### src/rtl/kind_ancestry_table_defines.svh
// Assertion macros used by the kind ancestry table RTL.
`ifndef KIND_ANCESTRY_TABLE_DEFINES_SVH
`define KIND_ANCESTRY_TABLE_DEFINES_SVH

// Check that a condition implies a consequence in the same cycle.
`define KAT_ASSERT_SAME(lbl, ante, cons, msg) \
   lbl: assert property (@(posedge clock) disable iff (reset) (ante) |-> (cons)) \
      else $error(msg);

// Check that a condition implies a consequence in the following cycle.
`define KAT_ASSERT_NEXT(lbl, ante, cons, msg) \
   lbl: assert property (@(posedge clock) disable iff (reset) (ante) |=> (cons)) \
      else $error(msg);

`endif

### src/rtl/kat_pkg.sv
// Types and constants for the kind ancestry table.
package kat_pkg;

   localparam int MAX_KINDS = 64;
   localparam int ID_W      = 6;
   localparam int ID_SPACE  = 1 << ID_W;
   localparam int CAPACITY  = (MAX_KINDS < ID_SPACE) ? MAX_KINDS : ID_SPACE;
   localparam int CNT_W     = $clog2(ID_SPACE + 1);

   localparam logic [CNT_W-1:0] CAPACITY_C = CNT_W'(CAPACITY);
   localparam logic [ID_W-1:0]  WALK_LAST  = ID_W'(ID_SPACE - 1);

   typedef enum logic [1:0] {
      OP_ADD_ROOT    = 2'd0,
      OP_ADD_DERIVED = 2'd1,
      OP_IS_KIND_OF  = 2'd2,
      OP_LIST        = 2'd3
   } op_type;

   typedef enum logic [1:0] {
      ST_OK      = 2'd0,
      ST_FULL    = 2'd1,
      ST_UNALLOC = 2'd2
   } status_type;

   typedef enum logic [1:0] {
      S_IDLE,
      S_WALK,
      S_EMIT
   } state_type;

endpackage

### src/rtl/kind_ancestry_table.sv
// Kind ancestry table: parent-pointer store with ancestor walk and listing.
// Adds, rejected queries and is-kind-of on the base itself go to the emit state, which registers the result.
// Is-kind-of walks one parent RAM read per cycle until a root, the base or the step budget.
// List ancestors gives one result word per cycle while the output is free, after the first read, up to 64 words.
// One item is in flight at a time; the parent RAM read port sets the walk rate.
// Reset clears the fill count and control; table contents stay unknown until written.
`include "kind_ancestry_table_defines.svh"

module kind_ancestry_table (
   input  logic                    clock,
   input  logic                    reset,
   input  logic                    req_valid,
   output logic                    req_ready,
   input  logic [1:0]              req_opcode,
   input  logic [kat_pkg::ID_W-1:0] req_parent_id,
   input  logic [kat_pkg::ID_W-1:0] req_base_id,
   input  logic [kat_pkg::ID_W-1:0] req_kind_id,
   output logic                    rsp_valid,
   input  logic                    rsp_ready,
   output logic [kat_pkg::ID_W-1:0] rsp_new_id,
   output logic                    rsp_is_derived,
   output logic [kat_pkg::ID_W-1:0] rsp_ancestor_id,
   output logic                    rsp_last,
   output logic [1:0]              rsp_status
);

   localparam int IW = kat_pkg::ID_W;
   localparam int CW = kat_pkg::CNT_W;

   kat_pkg::state_type state_ff, state_in;
   kat_pkg::op_type    op_ff, op_in, req_op;
   logic [CW-1:0]      used_ff, used_in;
   logic [IW-1:0]      cur_ff, cur_in;
   logic [IW-1:0]      base_ff, base_in;
   logic [IW-1:0]      cnt_ff, cnt_in;

   logic [IW-1:0]        pend_new_ff, pend_new_in;
   logic                 pend_der_ff, pend_der_in;
   kat_pkg::status_type  pend_status_ff, pend_status_in;

   logic                 rsp_valid_ff, rsp_valid_in;
   logic [IW-1:0]        rsp_new_ff, rsp_new_in;
   logic                 rsp_der_ff, rsp_der_in;
   logic [IW-1:0]        rsp_anc_ff, rsp_anc_in;
   logic                 rsp_last_ff, rsp_last_in;
   kat_pkg::status_type  rsp_status_ff, rsp_status_in;

   logic          ram_wr_en, ram_rd_en;
   logic [IW-1:0] ram_wr_addr, ram_wr_data, ram_rd_addr, ram_rd_data;

   logic out_free, load_out, chain_end;

   assign req_op   = kat_pkg::op_type'(req_opcode);
   assign out_free = !rsp_valid_ff || rsp_ready;
   assign chain_end = (ram_rd_data == cur_ff) || (cnt_ff == kat_pkg::WALK_LAST);

   // Parent table
   kat_ram #(
      .WIDTH (IW),
      .DEPTH (kat_pkg::ID_SPACE)
   ) u_parent_ram (
      .clock   (clock),
      .wr_en   (ram_wr_en),
      .wr_addr (ram_wr_addr),
      .wr_data (ram_wr_data),
      .rd_en   (ram_rd_en),
      .rd_addr (ram_rd_addr),
      .rd_data (ram_rd_data)
   );

   // Control registers
   always_ff @(posedge clock) begin
      if (reset) begin
         state_ff     <= kat_pkg::S_IDLE;
         used_ff      <= '0;
         rsp_valid_ff <= 1'b0;
      end else begin
         state_ff     <= state_in;
         used_ff      <= used_in;
         rsp_valid_ff <= rsp_valid_in;
      end
   end

   // Walk and result payload registers
   always_ff @(posedge clock) begin
      op_ff          <= op_in;
      cur_ff         <= cur_in;
      base_ff        <= base_in;
      cnt_ff         <= cnt_in;
      pend_new_ff    <= pend_new_in;
      pend_der_ff    <= pend_der_in;
      pend_status_ff <= pend_status_in;
      rsp_new_ff     <= rsp_new_in;
      rsp_der_ff     <= rsp_der_in;
      rsp_anc_ff     <= rsp_anc_in;
      rsp_last_ff    <= rsp_last_in;
      rsp_status_ff  <= rsp_status_in;
   end

   // Sequence each word: decide, walk the parent links, emit
   always_comb begin
      state_in       = state_ff;
      op_in          = op_ff;
      used_in        = used_ff;
      cur_in         = cur_ff;
      base_in        = base_ff;
      cnt_in         = cnt_ff;
      pend_new_in    = pend_new_ff;
      pend_der_in    = pend_der_ff;
      pend_status_in = pend_status_ff;
      req_ready      = 1'b0;
      ram_wr_en      = 1'b0;
      ram_wr_addr    = used_ff[IW-1:0];
      ram_wr_data    = req_parent_id;
      ram_rd_en      = 1'b0;
      ram_rd_addr    = req_kind_id;
      load_out       = 1'b0;
      rsp_new_in     = rsp_new_ff;
      rsp_der_in     = rsp_der_ff;
      rsp_anc_in     = rsp_anc_ff;
      rsp_last_in    = rsp_last_ff;
      rsp_status_in  = rsp_status_ff;

      unique case (state_ff)
         kat_pkg::S_IDLE: begin
            req_ready = 1'b1;
            if (req_valid) begin
               op_in          = req_op;
               base_in        = req_base_id;
               cur_in         = req_kind_id;
               cnt_in         = '0;
               pend_new_in    = '0;
               pend_der_in    = 1'b0;
               pend_status_in = kat_pkg::ST_OK;
               state_in       = kat_pkg::S_EMIT;
               unique case (req_op) inside
                  kat_pkg::OP_ADD_ROOT, kat_pkg::OP_ADD_DERIVED: begin
                     if (used_ff >= kat_pkg::CAPACITY_C) begin
                        pend_status_in = kat_pkg::ST_FULL;
                     end else if (req_op == kat_pkg::OP_ADD_DERIVED &&
                                  {1'b0, req_parent_id} >= used_ff) begin
                        pend_status_in = kat_pkg::ST_UNALLOC;
                     end else begin
                        // Allocate the next identifier; a root points at itself
                        ram_wr_en = 1'b1;
                        if (req_op == kat_pkg::OP_ADD_ROOT) begin
                           ram_wr_data = used_ff[IW-1:0];
                        end
                        used_in     = used_ff + CW'(1);
                        pend_new_in = used_ff[IW-1:0];
                     end
                  end
                  kat_pkg::OP_IS_KIND_OF, kat_pkg::OP_LIST: begin
                     if ({1'b0, req_kind_id} >= used_ff ||
                         (req_op == kat_pkg::OP_IS_KIND_OF &&
                          {1'b0, req_base_id} >= used_ff)) begin
                        pend_status_in = kat_pkg::ST_UNALLOC;
                     end else if (req_op == kat_pkg::OP_IS_KIND_OF &&
                                  req_kind_id == req_base_id) begin
                        pend_der_in = 1'b1;
                     end else begin
                        ram_rd_en = 1'b1;
                        state_in  = kat_pkg::S_WALK;
                     end
                  end
                  default: begin
                     state_in = kat_pkg::S_EMIT;
                  end
               endcase
            end
         end

         kat_pkg::S_WALK: begin
            ram_rd_addr = ram_rd_data;
            if (op_ff == kat_pkg::OP_LIST) begin
               // Emit one chain member per free output slot; hold the read data otherwise
               if (out_free) begin
                  load_out      = 1'b1;
                  rsp_new_in    = '0;
                  rsp_der_in    = 1'b0;
                  rsp_anc_in    = cur_ff;
                  rsp_last_in   = chain_end;
                  rsp_status_in = kat_pkg::ST_OK;
                  if (chain_end) begin
                     state_in = kat_pkg::S_IDLE;
                  end else begin
                     cur_in    = ram_rd_data;
                     cnt_in    = cnt_ff + IW'(1);
                     ram_rd_en = 1'b1;
                  end
               end
            end else begin
               // Stop at a root, at the base, or when the step budget runs out
               if (ram_rd_data == cur_ff) begin
                  state_in = kat_pkg::S_EMIT;
               end else if (ram_rd_data == base_ff) begin
                  pend_der_in = 1'b1;
                  state_in    = kat_pkg::S_EMIT;
               end else if (cnt_ff == kat_pkg::WALK_LAST) begin
                  state_in = kat_pkg::S_EMIT;
               end else begin
                  cur_in    = ram_rd_data;
                  cnt_in    = cnt_ff + IW'(1);
                  ram_rd_en = 1'b1;
               end
            end
         end

         kat_pkg::S_EMIT: begin
            if (out_free) begin
               load_out      = 1'b1;
               rsp_new_in    = pend_new_ff;
               rsp_der_in    = pend_der_ff;
               rsp_anc_in    = '0;
               rsp_last_in   = 1'b1;
               rsp_status_in = pend_status_ff;
               state_in      = kat_pkg::S_IDLE;
            end
         end

         default: begin
            state_in = kat_pkg::S_IDLE;
         end
      endcase

      // Advance the output register
      if (load_out) begin
         rsp_valid_in = 1'b1;
      end else if (rsp_ready) begin
         rsp_valid_in = 1'b0;
      end else begin
         rsp_valid_in = rsp_valid_ff;
      end
   end

   assign rsp_valid       = rsp_valid_ff;
   assign rsp_new_id      = rsp_new_ff;
   assign rsp_is_derived  = rsp_der_ff;
   assign rsp_ancestor_id = rsp_anc_ff;
   assign rsp_last        = rsp_last_ff;
   assign rsp_status      = rsp_status_ff;

   // Checks on the sequencer and table state
   `KAT_ASSERT_SAME(a_used_in_range, 1'b1, used_ff <= kat_pkg::CAPACITY_C, "fill count over capacity")
   `KAT_ASSERT_NEXT(a_accept_leaves_idle, req_valid && req_ready, state_ff != kat_pkg::S_IDLE, "accepted word did not start")
   `KAT_ASSERT_NEXT(a_chain_continues, rsp_valid && !rsp_last, rsp_valid, "gap inside an ancestor list")
   `KAT_ASSERT_SAME(a_walk_allocated, state_ff == kat_pkg::S_WALK, {1'b0, cur_ff} < used_ff, "walk reached an unallocated entry")

endmodule

### src/rtl/kat_ram.sv
// Generic single write, single read RAM with registered read data.
module kat_ram #(
   parameter int WIDTH = 8,
   parameter int DEPTH = 64,
   parameter int AW    = $clog2(DEPTH)
) (
   input  logic             clock,
   input  logic             wr_en,
   input  logic [AW-1:0]    wr_addr,
   input  logic [WIDTH-1:0] wr_data,
   input  logic             rd_en,
   input  logic [AW-1:0]    rd_addr,
   output logic [WIDTH-1:0] rd_data
);

   logic [WIDTH-1:0] mem_ff [DEPTH];
   logic [WIDTH-1:0] rd_data_ff;

   // Write the addressed entry
   always_ff @(posedge clock) begin
      if (wr_en) begin
         mem_ff[wr_addr] <= wr_data;
      end
   end

   // Register read data; hold it when no read is issued
   always_ff @(posedge clock) begin
      if (rd_en) begin
         rd_data_ff <= mem_ff[rd_addr];
      end
   end

   assign rd_data = rd_data_ff;

endmodule

### config.mk
export PLATFORM = sky130hd
export DESIGN_NAME = kind_ancestry_table
export DESIGN_NICKNAME = d
export VERILOG_FILES = /design/src/rtl/kat_pkg.sv /design/src/rtl/kind_ancestry_table.sv /design/src/rtl/kat_ram.sv
export VERILOG_INCLUDE_DIRS = /design/src /design/src/rtl
export SDC_FILE = /design/constraint.sdc
export NUM_CORES = 1
export LEC_CHECK = 0
export ABC_AREA = 1
export BUFFER_PORTS_ARGS = -buffer_cell sky130_fd_sc_hd__buf_2
export CAP_MARGIN = 0
export CORE_MARGIN = 1
export CORE_UTILIZATION = 60
export CTS_CLUSTER_DIAMETER = 200
export DETAILED_ROUTE_END_ITERATION = 12
export PLACE_DENSITY = 0.77
export SYNTH_ARGS = -nofsm -noshare
export SYNTH_HDL_FRONTEND = slang
export SYNTH_SLANG_ARGS = --single-unit
### constraint.sdc
create_clock -name clock -period 5.5 [get_ports clock]
set_clock_uncertainty 0.1 [all_clocks]
set_input_delay 0.275 -clock clock [delete_from_list [all_inputs] [get_ports clock]]
set_output_delay 0.275 -clock clock [all_outputs]
set_load 0.1 [all_outputs]
==> impl_metrics.ini, run 1 <==
[setup_path]
crit_path_end_kind = register
cpPeakStageDelay_ns = 1.05
cp-start-kind = register
path_delay_family = buffers and inverters
startpoint = state_ff[1]
cp.required_ns = 5.70
r2r-end = u_parent_ram.rd_data[5]
critPathKind = register to register
cp_max_fo = 49
cp.arrival_ns = 4.48
crit_path_frequent_cell = nand3_1
crit_chain = inv_1, ha_1, o21ai_4, inv_2, buf_4, nand3_1, nand3_1, nand3_1, nand3_1, nand3_1, nand2_1
reg2reg_slack_ns = 1.22
reg2reg_from = state_ff[1]
cp_slowest_cell = o21ai_4
reg2reg_depth = 11
cp_num_buf_inv = 3

[die]
start_util_pct = 61.7
io_pins = 42
dieArea_um2 = 34600
fp.dieW_um = 186
rows = 66
dieHeight_um = 186
coreArea_um2 = 32900

[clocking]
cts.sinks = 445
holdBufCountCts = 10
clkTransAtPathRegs_ns = 0.06
cts_resized = 0
cts_root_buffer = clkbuf_16
numCtsBuffers = 45
cts_htree_levels = 2
post_cts_buffers = 0
clock_latency_ns = 0.55
cts_tree = built
cts_buffer_depth = 3

[route]
vias_per_cell = 5.68
wire_per_inst_um = 19.3
drc = 0
drtAntennaViolNets = 0
drt_iter0_drc = 1676
finalWirelength_mm = 49.3
drt-pass1-iter-count = 6
vias = 14500

[global_route]
antenna_found_initial = 0
grt_pass1_vias = 13900
grt_max_degree = 158
grt_pass1_wl_mm = 75.9
groute.usage.overall_pct = 29.3
grt_overflow = 0

[sta]
slew_violations = 0
min_period_over_period_pct = 77.8
finalHoldViolCount = 0
worst_hold_slack_ns = 0.136
slew_headroom_pct = 17.9
fmax_mhz = 234
worst_pin_slew_ns = 1.23
fin_ws_ns = 1.22
period_needed_ns = 4.28
grt_setup_unrepaired = no
finalSetupViolCount = 0
setup-tns-final_ns = 0

[logic_synthesis]
synth_edf_count = 435
ys_seq_elements = 445
synthTopCellsByCount = 612 x nand2_1, 435 x edfxtp_1, 344 x nand3_1
yosysMostFrequentCell = nand2_1
synth_cell_types = 34
syn-num-nets = 2106
synthArstFlopShare_pct = 0
yosysSeqAreaShare_pct = 65.4
synth_largest_area_cell = edfxtp_1
yosysWarningCount = 0
synthCells = 2058
synth.area.top_cells = edfxtp_1 64%, nand2_1 11%, nand3_1 8.5%, inv_1 6.2%, nor2_1 2.3%
synth.avg_cell_area_um2 = 9.86
synth-main-ff-cell = edfxtp_1
syn_area_um2 = 20300
synth_top_area_share_pct = 64.4

[power]
p_int_mw = 5.66
pwr-share-seq_pct = 51.0
power_density_nw_per_um2 = 336
sw_frac_of_total_pct = 24.5
p_leak_nw = 9.46
power_frac_comb_pct = 10.3
p_sw_mw = 1.84
pwr-share-clk_pct = 38.7
peakVddDrop_mv = 0.299

[cells_and_area]
finalInstanceArea_um2 = 22300
fill_cells = 2444
top_register = u_parent_ram.mem_ff
nets = 2134
diodes = 0
drive_gt1_share_pct = 6.86
largest_register_ffs = 384
syn2layout_area_growth_pct = 10.0
reg_top3 = u_parent_ram.mem_ff (384), used_ff (7)

[min_path]
min_to = state_ff[1]
hold_start = req_valid
hp-class = input port to register
min_path_cells = 6

[status]
outcome = finished clean

[placed_design]
dpl_worst_slack_ns = 1.35
hpwlAfterDp_mm = 30.6
post_dp_cell_area_um2 = 20900
place.gp.congestion = 0.931
portBuffers = 41

[run]
max_cap_violations = 0
[power groups by stage]
stage                     registers (mW)  clock network, mW  logic, mW
after floorplan                     4.02                  0      0.412
after global placement              3.89                  0      0.737
after detailed placement            3.90                  0      0.752
after CTS                           3.82               2.93      0.760
after global routing                3.83               3.04      0.830
final                               3.82               2.91      0.769
[area by class of cell]
class	instances	area [um^2]	area share, %
Clock buffer	54	1200	5.39
Clock inverter	20	166	0.745
Inverter	344	1290	5.78
Multi-Input combinational cell	1178	5380	24.1
Sequential cell	445	13300	59.4
Tap cell	442	553	2.48
Timing Repair Buffer	72	475	2.13
[cells in the final DEF, fill, tap and decap left out, types with 8 or more instances in the layout]
cell / instances
inv_1: 337
nand3_1: 344
buf_4: 20
dlygate4sd3_1: 10
dfxtp_1: 10
nor2_1: 123
o21ai_4: 8
ha_1: 24
a21oi_1: 17
clkinv_1: 11
clkbuf_16: 47
buf_2: 41
nand2_1: 611
edfxtp_1: 435
[through the flow]
step           utilization [%]  power, mW  std cells
6_report                  67.9       7.50       2555
5_1_grt                   67.9       7.70       2555
4_1_cts                   67.9       7.51       2555
3_5_place_dp              63.5       4.65       2471
3_3_place_gp              63.5       4.63       2471
2_1_floorplan                -       4.44       2058
[worst reg2reg max path, delay by kind of cell, from the launching register on]
family	cells	cell delay, ns
flip-flops	1	0.33
adder cells (fa/ha/maj)	1	0.47
buffers and inverters	3	1.37
AND/OR/NAND/NOR	6	0.72
AO/OA/AOI/OAI	1	1.06
[cell families (layout without fill, tap and decap cells)]
| logic type | after synthesis | count (layout) | synth area share, % |
|---|---|---|---|
| AND/OR/NAND/NOR | 1104 | 1104 | 23.0 |
| flip-flops | 445 | 445 | 65.4 |
| buffers and inverters | 435 | 490 | 8.64 |
| AO/OA/AOI/OAI | 45 | 45 | 1.33 |
| adder cells (fa/ha/maj) | 24 | 24 | 1.48 |
| XOR/XNOR | 5 | 5 | 0.216 |
[worst max-delay path by stage]
stage | to | cells after the start
6_report | u_parent_ram.rd_data[5] | 11
5_1_grt | u_parent_ram.rd_data[5] | 11
4_1_cts | u_parent_ram.rd_data[5] | 11
3_5_place_dp | u_parent_ram.rd_data[5] | 11
3_3_place_gp | u_parent_ram.mem_ff[39][5] | 11
2_1_floorplan | u_parent_ram.mem_ff[0][0] | 7
[per-layer routing]
metal | wire length, um | GRT usage (%) | share of wire [%]
met1 | 19500 | 38.5 | 40
met2 | 23300 | 47.7 | 47
met3 | 4340 | 4.75 | 8.8
met4 | 2130 | 14.4 | 4.3
met5 | 0 | 0 | 0
(Power assumes the default switching activity.)
==> run 2: changes to the inputs <==
==> constraint.sdc (replaced) <==
create_clock -name clock -period 4.2 [get_ports clock]
set_clock_uncertainty 0.1 [all_clocks]
set_input_delay 0.21 -clock clock [delete_from_list [all_inputs] [get_ports clock]]
set_output_delay 0.21 -clock clock [all_outputs]
set_load 0.1 [all_outputs]
==> impl_metrics.ini, run 2 (synthesis gave the netlist of run 1 again) <==
[setup_path]
cp-start-kind = register
crit_chain = inv_1, ha_1, a21oi_1, nand2_1, nand3_1, nand4_1, nand2_1, buf_4, nand2_1, nor2_2, nand2_1, nor2_1
crit_path_end_kind = register
cpPeakStageDelay_ns = 0.58
cp.arrival_ns = 3.62
critPathKind = register to register
cp.required_ns = 4.27
cp_slowest_cell = nor2_1
crit_path_frequent_cell = nand2_1
cp_max_fo = 11

[global_route]
met2_usage_pct = 48.1
groute.usage.overall_pct = 28.6
grt_util_met1_pct = 37.1
grt_overflow = 0
grt_pass1_vias = 13900
antenna_found_initial = 0
gr-max-usage-layer = met2
grtUsageMet3_pct = 3.85
grt_pass1_wl_mm = 74.2
grt_max_degree = 85

[cells_and_area]
mostFrequentLayoutCells = 611 x nand2_1, 435 x edfxtp_1, 344 x nand3_1
drive_gt1_share_pct = 7.01
post-route-util_pct = 68.1
reg_top3 = u_parent_ram.mem_ff (384), used_ff (7)
fill_cells = 2399
regArea_um2 = 13300
syn2layout_area_growth_pct = 10.3
largest_register_ffs = 384
nets = 2141
diodes = 0
top_register = u_parent_ram.mem_ff
final_common_cell = nand2_1
multi_input_area_um2 = 5380

[sta]
fmax_mhz = 282
period_needed_ns = 3.55
finalSetupViolCount = 0
min_period_over_period_pct = 84.5
finalHoldViolCount = 0
slew_violations = 0
worst_pin_slew_ns = 1.21
grt_setup_unrepaired = no
fin_ws_ns = 0.649
slew_headroom_pct = 19.2

[die]
fp.dieW_um = 186
dieHeight_um = 186
start_util_pct = 61.7
rows = 66
io_pins = 42
coreArea_um2 = 32900
dieArea_um2 = 34600

[placed_design]
dpl_worst_slack_ns = 0.684
hpwlAfterDp_mm = 29.0
place.gp.congestion = 0.879
portBuffers = 41

[clocking]
holdBufCountCts = 11
post_cts_buffers = 0
numCtsBuffers = 43
cts_buffer_depth = 3
clkTransAtPathRegs_ns = 0.06
clock_latency_ns = 0.54
cts_root_buffer = clkbuf_16
cts.sinks = 445
cts_tree = built
cts_resized = 0
cts_htree_levels = 2

[route]
finalWirelength_mm = 47.7
wire_per_inst_um = 18.6
drtAntennaViolNets = 0
vias = 14500
vias_per_cell = 5.63
drt-pass1-iter-count = 5
drc = 0
drt_iter0_drc = 1339

[run]
max_cap_violations = 0

[status]
outcome = finished clean

[power]
power_mw = 9.66
p_leak_nw = 9.49
power_density_nw_per_um2 = 431
peakVddDrop_mv = 0.344

[min_path]
hp-class = input port to register
## run 2: where the power goes
group	total, mW	switching (mW)	internal [mW]	leakage, nW
Combinational	1.01	0.775	0.236	4.81
Sequential	5.01	0.0269	4.98	4.04
Clock	3.64	1.57	2.07	0.638
Total	9.66	2.37	7.29	9.49
## run 2: per-stage QoR
stage               instances  TNS, ns  hold slack (ns)  cell area (um^2)
floorplan                2058   -81.90            0.209             20300
CTS                      2568        0           0.0183             22400
detailed placement       2479        0            0.315             21000
global placement         2479        0            0.312             21000
global route             2568        0           0.0572             22400
finish                   2568        0           0.0319             22400
## run 2: cell type report
| type | instances | area share (%) |
|---|---|---|
| tap | 442 | 2.47 |
| timing repair buffer | 81 | 2.66 |
| inverter | 344 | 5.77 |
| clock buffer | 55 | 5.20 |
| sequential | 445 | 59.2 |
| multi-input combinational | 1178 | 24.0 |
| clock inverter | 23 | 0.665 |
## run 2: worst paths after layout
path | start | cells after the start | endpoint | slack, ns
setup reg to reg | used_ff[2] | 12 | u_parent_ram.mem_ff[23][3] | 0.65
hold / removal | req_valid | 6 | state_ff[1] | 0.03
setup / recovery | used_ff[2] | 12 | u_parent_ram.mem_ff[23][3] | 0.65
hold reg to reg | pend_status_ff[0] | 2 | rsp_status[0] | 0.41
## run 2: critical path, delay by kind of cell, from the launching register on
kind                       cells  cell delay [ns]
and+or+nand+nor                8             1.69
DFF                            1             0.49
buffers and inverters          2             0.40
adders and majority gates      1             0.36
AOI/OAI and AO/OA              1             0.15
## run 2: routing by layer
layer,vias up,share of wire [%],wire length (um)
li1,6754,-,-
met1,6801,40,18900
met2,766,48,22900
met3,146,8.5,4030
met4,0,4.0,1920
met5,-,0,0
==> run 3: changes to the inputs <==
--- a/config.mk
+++ b/config.mk
@@ -10,10 +10,10 @@
 export BUFFER_PORTS_ARGS = -buffer_cell sky130_fd_sc_hd__buf_2
 export CAP_MARGIN = 0
 export CORE_MARGIN = 1
-export CORE_UTILIZATION = 60
+export CORE_UTILIZATION = 57
 export CTS_CLUSTER_DIAMETER = 200
 export DETAILED_ROUTE_END_ITERATION = 12
-export PLACE_DENSITY = 0.77
+export PLACE_DENSITY = 0.76
 export SYNTH_ARGS = -nofsm -noshare
 export SYNTH_HDL_FRONTEND = slang
 export SYNTH_SLANG_ARGS = --single-unit
==> constraint.sdc (replaced) <==
create_clock -name clock -period 3.2 [get_ports clock]
set_clock_uncertainty 0.1 [all_clocks]
set_input_delay 0.16 -clock clock [delete_from_list [all_inputs] [get_ports clock]]
set_output_delay 0.16 -clock clock [all_outputs]
set_load 0.1 [all_outputs]
==> impl_metrics.ini, run 3 (synthesis gave the netlist of run 1 again) <==
[power]
power_frac_comb_pct = 10.5
p_int_mw = 9.87
p_leak_nw = 9.69
pwr-share-seq_pct = 50.1
sw_frac_of_total_pct = 24.7
peakVddDrop_mv = 0.522
pwr-share-clk_pct = 39.4
p_sw_mw = 3.25
power_density_nw_per_um2 = 575

[cells_and_area]
largest_register_ffs = 384
regArea_um2 = 13300
syn2layout_area_growth_pct = 12.5
diodes = 0
final_common_cell = nand2_1
nets = 2163
mostFrequentLayoutCells = 611 x nand2_1, 435 x edfxtp_1, 344 x nand3_1
top_register = u_parent_ram.mem_ff
multi_input_area_um2 = 5380
drive_gt1_share_pct = 8.47
reg_top3 = u_parent_ram.mem_ff (384), used_ff (7)
fill_cells = 2535

[placed_design]
hpwlAfterDp_mm = 30.3
portBuffers = 41
place.gp.congestion = 0.929
dpl_worst_slack_ns = 0.234

[die]
dieHeight_um = 191
start_util_pct = 58.3
rows = 68
fp.dieW_um = 191
dieArea_um2 = 36400
io_pins = 42
coreArea_um2 = 34800

[route]
drtAntennaViolNets = 0
vias = 14500
wire_per_inst_um = 18.9
vias_per_cell = 5.59
drt-pass1-iter-count = 6
drt_iter0_drc = 1465
drc = 0
finalWirelength_mm = 49.1

[global_route]
antenna_found_initial = 0
grt_max_degree = 97
grt_pass1_vias = 14100
groute.usage.overall_pct = 27.6
grt_overflow = 0
grt_pass1_wl_mm = 75.8

[clocking]
post_cts_buffers = 0
cts.sinks = 445
cts_buffer_depth = 3
clock_latency_ns = 0.56
cts_root_buffer = clkbuf_16
cts_htree_levels = 2
numCtsBuffers = 45
clkTransAtPathRegs_ns = 0.06
cts_tree = built

[setup_path]
cp.required_ns = 3.29
startpoint = used_ff[2]
cp_max_fo = 10
cp_num_buf_inv = 3
cp.arrival_ns = 3.11
crit_path_end_kind = register
crit_chain = inv_1, ha_1, nand2_1, nor2_1, o21ai_0, nand4_1, nand2_1, buf_4, nand3_1, inv_2, nand2_2, nor2_1
reg2reg_from = used_ff[2]
cp_slowest_cell = nor2_1
cp-start-kind = register
critPathKind = register to register
cpPeakStageDelay_ns = 0.49
path_delay_family = simple AND/OR/NAND/NOR gates

[sta]
period_needed_ns = 3.02
slew_headroom_pct = 55.9
worst_pin_slew_ns = 0.659
fin_ws_ns = 0.183
setup-tns-final_ns = 0
slew_violations = 0
finalSetupViolCount = 0
finalHoldViolCount = 0
fmax_mhz = 331
grt_setup_unrepaired = yes
min_period_over_period_pct = 94.3

[status]
outcome = finished clean

[min_path]
hp-class = input port to register
hold_start = req_kind_id[1]

[run]
max_cap_violations = 0
[run 3: cell types whose count changed in the layout (fill, tap and decap cells not counted), moves of 3 or more]
cell       change
clkinv_2       +3
clkinv_1       -5
clkbuf_1       -4
bufinv_16      +3
buf_12        +11
buf_4          +9
[run 3: worst min-delay path: cells and delay by family]
kind | cells | cell delay (ns)
AO/OA/AOI/OAI | 1 | 0.08
buffers and inverters | 1 | 0.12
AND/OR/NAND/NOR | 3 | 0.20
[run 3: area by class of cell]
class / count / area share (%)
Sequential cell: 445 / 58.1
Multi-Input combinational cell: 1178 / 23.6
Inverter: 344 / 5.66
Clock buffer: 51 / 5.03
Timing Repair Buffer: 101 / 3.87
Tap cell: 455 / 2.49
Clock inverter: 29 / 1.28
[run 3: per-stage QoR]
step / cells / power (mW) / cell area, um^2 / utilization [%] / hold slack, ns
after floorplan: 2058 / 7.62 / 20400 / - / 0.159
after global placement: 2512 / 8.01 / 21300 / 61.1 / 0.266
after CTS: 2603 / 13.1 / 22800 / 65.6 / 0.0592
after global routing: 2603 / 13.5 / 22800 / 65.6 / 0.0921
final: 2603 / 13.1 / 22800 / 65.6 / 0.0811
after detailed placement: 2512 / 8.04 / 21300 / 61.1 / 0.258
[run 3: final timing paths]
kind	cells past startpoint	slack [ns]	endpoint
setup / recovery	12	0.18	u_parent_ram.mem_ff[20][2]
hold / removal	5	0.08	pend_der_ff
setup reg to reg	12	0.18	u_parent_ram.mem_ff[20][2]
hold reg to reg	2	0.40	rsp_new_id[2]
[run 3: power groups by stage]
| stage | logic [mW] | registers (mW) | clock network (mW) |
|---|---|---|---|
| CTS | 1.37 | 6.57 | 5.20 |
| global placement | 1.33 | 6.69 | 0 |
| floorplan | 0.720 | 6.90 | 0 |
| global route | 1.49 | 6.58 | 5.42 |
| finish | 1.38 | 6.57 | 5.16 |
| detailed placement | 1.35 | 6.69 | 0 |
[run 3: what timing repair did]
action	4_1_cts	5_1_grt
hold buffers	11	0
gates resized for setup	0	1
endpoints found under the hold margin	20	0
endpoints found under the setup margin	0	47
[run 3: layer usage]
metal	wire (um)	global-route usage (%)	share of wire [%]	vias up
met1	19100	36.0	39	6809
met4	2030	12.4	4.1	0
met2	23200	45.1	47	788
met5	0	0	0	-
met3	4780	4.90	9.7	135
li1	-	-	-	6806
